<file path="config.mk">
export PLATFORM = sky130hd
export DESIGN_NAME = lelt_ram
export DESIGN_NICKNAME = d
export VERILOG_FILES = /design/src/hdl/lelt_ram.sv
export SDC_FILE = /design/constraint.sdc
export NUM_CORES = 1
export LEC_CHECK = 0
export BUFFER_PORTS_ARGS = -buffer_cell sky130_fd_sc_hd__buf_2
export CELL_PAD_IN_SITES_DETAIL_PLACEMENT = 2
export CELL_PAD_IN_SITES_GLOBAL_PLACEMENT = 2
export CORE_ASPECT_RATIO = 0.7
export CORE_UTILIZATION = 30
export DETAILED_ROUTE_END_ITERATION = 8
export PLACE_DENSITY = 0.49
export SLEW_MARGIN = 20
export SYNTH_ARGS = -nofsm -noshare
export SYNTH_HDL_FRONTEND = slang
export SYNTH_SLANG_ARGS = --single-unit
</file>
<file path="constraint.sdc">
create_clock -name i_clk -period 3.9 [get_ports i_clk]
set_clock_uncertainty 0.15 [all_clocks]
set_input_delay 0.195 -clock i_clk [delete_from_list [all_inputs] [get_ports i_clk]]
set_output_delay 0.195 -clock i_clk [all_outputs]
set_load 0.01 [all_outputs]
</file>
<file path="src/hdl/lelt_ram.sv">
// Generic single-write, single-read RAM with a registered read port.
module lelt_ram #(
    parameter int WIDTH = 8,
    parameter int DEPTH = 16
) (
    input  logic                     i_clk,
    input  logic                     i_we,
    input  logic [$clog2(DEPTH)-1:0] i_waddr,
    input  logic [WIDTH-1:0]         i_wdata,
    input  logic [$clog2(DEPTH)-1:0] i_raddr,
    output logic [WIDTH-1:0]         o_rdata
);

    logic [WIDTH-1:0] r_mem [DEPTH];
    logic [WIDTH-1:0] r_rdata;

    // One write and one registered read per cycle.
    always_ff @(posedge i_clk) begin
        if (i_we) begin
            r_mem[i_waddr] <= i_wdata;
        end
        r_rdata <= r_mem[i_raddr];
    end

    assign o_rdata = r_rdata;

endmodule

</file>
Word level (Yosys, flattened, before mapping)

Memory sizes are Yosys's and may differ from the RTL's. A register that Yosys moved wholly into a read port is not among the register bits.
Index checks and enable logic that the tools add are counted.

Memories kept: 1
Flip-flop bits (word level): 0
Output and inout bits: 8
Input port bits: 18
Logic and storage cells: 3
Bits in writable memories: 128

Mux-type cells: 2

Memory list:

| memory | depth | width | rd ports | clocked after Yosys merged registers in | write ports | RTL line | text |
|---|---|---|---|---|---|---|---|
| r_mem  | 16    | 8     | 1        | 1                                       | 1           | 14       | `logic [WIDTH-1:0] r_mem [DEPTH];` |

Operators with widths:

| kind   | number |
|---|---|
| $mux 1 | 2 |

Logic depth before layout (Yosys ltp)

Depth after elaboration: 2
Gate-level depth with buffers: 5
Mapped depth without buffers: 3

Worst setup path after synthesis

OpenSTA, ideal clock, no wires.

Path type: input port to flip-flop
From: input i_waddr[2]
To: memory r_mem[0][0] (enable)
Path slack: 2.062 ns
Arrival: 1.305 ns
Buffers on the path: 0
Library setup time: 0.383 ns
Required time: 3.367 ns
Cell stages on the path: 2
Cell sequence: or3b_2 > nor3_1

RTL lines:

| item               | RTL line | text |
|---|---|---|
| start: declaration | 8        | `input logic [$clog2(DEPTH)-1:0] i_waddr,` |
| end: declaration   | 14       |  |

No word-level cell before the write port.

==> impl_summary.txt <==
----------------------------------------------------
[Routing]
  Final routed DRC violation total ... 0
  Number of detailed-route iterations in the first pass ... 4
  First DRT Iteration DRCs ... approximately 140
  Total detailed-routing wirelength ... around 12 mm
  Vias per std cell ... roughly 4.7
  Via count of the routed design ... around 2,400
  Wire per inst ... 23.2 um
  Number of nets with antenna violations after detailed routing ... 0

[Logic synthesis]
  Multiplexer share of the synthesized area ... 15.0%
  Post-synth EDFFs ... between 100 and 150
  Flip-flop and latch count after synthesis ... 136
  Compound-Gate Fraction of Synth Area ... roughly 2.3%
  Net count after synthesis ... about 250
  Gate count of the mapped netlist ... between 200 and 250
  Async set or reset register ratio after synthesis ... 0%
  Warning count from the yosys run ... 0
  Dominant cells by area after synthesis ... sky130_fd_sc_hd__edfxtp_1 75%, sky130_fd_sc_hd__mux4_2 7.9%, sky130_fd_sc_hd__mux4_1 7.1%
  Most common library cells after synthesis ... 128 x sky130_fd_sc_hd__edfxtp_1, 18 x sky130_fd_sc_hd__mux4_2, 16 x sky130_fd_sc_hd__a22oi_1, 14 x sky130_fd_sc_hd__mux4_1, 13 x sky130_fd_sc_hd__nor2_1
  Library cell occupying the most area in the post-synthesis netlist ... sky130_fd_sc_hd__edfxtp_1
  Synthesized-area fraction occupied by adder cells ... 0%
  Synthesized area per cell ... 22.5 um^2
  Area share of the largest cell type after synthesis ... 74.7%
  Simple-gate area share of the yosys netlist ... under 10%
  Largest family of logic cells by synthesized area ... multiplexers
  Most frequent cell after synthesis ... sky130_fd_sc_hd__edfxtp_1
  Share of synthesized area occupied by flip-flops and latches ... 77.8%
  Number of different library cells in the post-synthesis netlist ... 19
  Flip-flop cell with the highest count after synthesis ... sky130_fd_sc_hd__edfxtp_1
  Xor and xnor area share after synthesis ... 0%
  Post-synthesis cell area ... about 5100 um^2

[Hold path]
  Type of the tightest min-delay check ... in2reg
  Cell depth of the worst min-delay path ... 1
  Destination of the worst hold path ... r_mem[5][5]
  Hold path startpoint ... i_wdata[5]

[STA]
  Slew at the pin closest to its max-slew limit ... ~1.1 ns
  Max-slew headroom ... 28.6%
  Max Transition Viols Final ... 0
  Setup_tns ... 0 ns
  Highest achievable clock rate ... ~510 MHz
  Worst Hold Slack ... about 0.024 ns
  Post-layout min period ... 1.96 ns
  Setup repair after global routing missed its margin ... no
  Hold violation total from the final report ... 0
  Number of setup violations in the final report ... 0
  Final Worst Setup Slack ... around 1.9 ns
  Final Cycle Share ... 50.4%

[Critical path]
  Classification of the worst setup path ... in2reg
  Required time of the critical path ... ~4.0 ns
  Number of cell instances on the worst register-to-register path ... 3
  Critical path arrival ... between 2 and 2.5 ns
  Capturing point of the worst reg2reg path ... o_rdata[1]
  Crit start category ... primary input
  Origin of the critical flop-to-flop path ... r_mem[1][1]
  Type of element capturing the critical path ... register
  Internal reg-to-reg setup slack ... roughly 2.4 ns
  Worst-path fanout max ... 24

[Placed design]
  Post-DP HPWL ... 7.29 mm
  Dpl ws ... between 1 and 1.5 ns
  Placed standard-cell area ... 5520 um^2
  Total instance count after detailed placement ... approximately 480
  RePlAce Congestion ... ~0.66
  Count of input and output buffers ... 25

[Layout]
  Post-route cell area ... roughly 6000 um^2
  Area growth syn-to-layout ... 19.9%
  Proportion of layout cells with a drive suffix above 1 ... approximately 28%
  Final net count ... about 290
  Utilization after layout ... between 30 and 40%
  Antenna Cells ... 0
  Final non-filler cell total ... slightly above 500

[Flow run]
  Number of max-capacitance violations reported ... 0

[Status]
  Status ... finished, final reports clean

[CTS]
  Buffers inserted during post-CTS setup optimization ... 0
  Post-cts repair resize count ... 0
  Hold Buf Count CTS ... 0
  Clock H-tree levels ... 4
  Clock Tree Root ... sky130_fd_sc_hd__clkbuf_16
  Maximum count of clock buffers along a single path ... 2
  Worst-skew pair later-pin latency ... about 0.4 ns
  Clock tree from TritonCTS ... built
  Clk sink count ... 136
  Clock transition time at the flip-flop clock pins of the worst setup and hold paths ... 0.06 ns
  Number of buffers created by CTS ... 17

[Die]
  Placement row count ... 39
  Die area ... between 15,000 and 20,000 um^2
  Width of the die ... 159 um
  Effective utilization at floorplan ... 31.1%
  Ports placed on the boundary ... 26
  Placeable Area ... around 17,000 um^2
  Die height ... between 100 and 150 um

[Pwr]
  Total power ... between 3 and 4 mW
  Cell area power density ... a little under 600 nW/um^2
  Static Leakage ... 2.04 nW
  Max IR drop VDD ... ~0.24 mV

[GRT]
  Gr ovfl total ... 0
  Antenna violations before repair ... 0
  Number of global-route vias before repair ... ~2,700
  Maximum number of pins on one net before global-route repair ... 33
  Global-route wire length before repair ... 17.8 mm
  Overall routing resource usage ... between 10% and 20%

----------------------------------------------------
==> critical path: stages <==
cell and delay [ns]:
sky130_fd_sc_hd__buf_2 0.68, sky130_fd_sc_hd__buf_4 0.30, sky130_fd_sc_hd__mux4_1 0.56, sky130_fd_sc_hd__a22oi_1 0.26, sky130_fd_sc_hd__nand2_1 0.09
==> layer usage <==
metal  global-route usage (%)  routed length (um)  up-vias
met1                     21.7                5940     1271
li1                         -                   -     1051
met2                     21.1                5320       47
met5                        0                   0        -
met4                     5.77                  95        0
met3                     2.84                 394        9
==> registers in the layout (all words and copies together), names as in the netlist <==
name and count:
o_rdata 8, r_mem 128
==> placed cells by master, fill, tap and decap left out, types with 8 or more instances in the layout <==
master and instances:
sky130_fd_sc_hd__clkbuf_16 17, sky130_fd_sc_hd__buf_2 25, sky130_fd_sc_hd__a22oi_1 16, sky130_fd_sc_hd__dfxtp_1 8, sky130_fd_sc_hd__nand2_1 9, sky130_fd_sc_hd__mux4_1 14
sky130_fd_sc_hd__edfxtp_1 128, sky130_fd_sc_hd__mux4_2 18, sky130_fd_sc_hd__nor2_1 12
==> how the worst max path moves through the flow <==
| stage | from | endpoint | slack, ns | depth (start not counted) |
|---|---|---|---|---|
| floorplan | i_waddr[2] | r_mem[0][0] | 2.06 | 2 |
| global placement | i_raddr[0] | o_rdata[0] | 1.48 | 5 |
| detailed placement | i_raddr[0] | o_rdata[0] | 1.46 | 5 |
| CTS | i_raddr[0] | o_rdata[0] | 1.86 | 5 |
| global route | i_raddr[0] | o_rdata[1] | 1.76 | 5 |
| finish | i_raddr[0] | o_rdata[0] | 1.94 | 5 |
==> cell type report <==
class                      count  area (um^2)
clock inverter                14          230
sequential                   136         4000
clock buffer                  17          425
multi-input combinational     83         1060
timing repair buffer          31          170
tap                          225          282
fill                        1574        10400
==> report_power, final <==
part	total (mW)	internal [mW]	switching, mW
Clock	1.79	1.19	0.600
Combinational	0.152	0.0604	0.0917
Sequential	1.64	1.63	0.00913
==> cell families (layout without fill, tap and decap cells) <==
family          count (synthesis)  in the layout
mux                            32             32
simple gates                   35             35
flops                         136            136
compound gates                 16             16
buf+inv                        10             62
No activity file was read; power rests on OpenSTA's default activity.
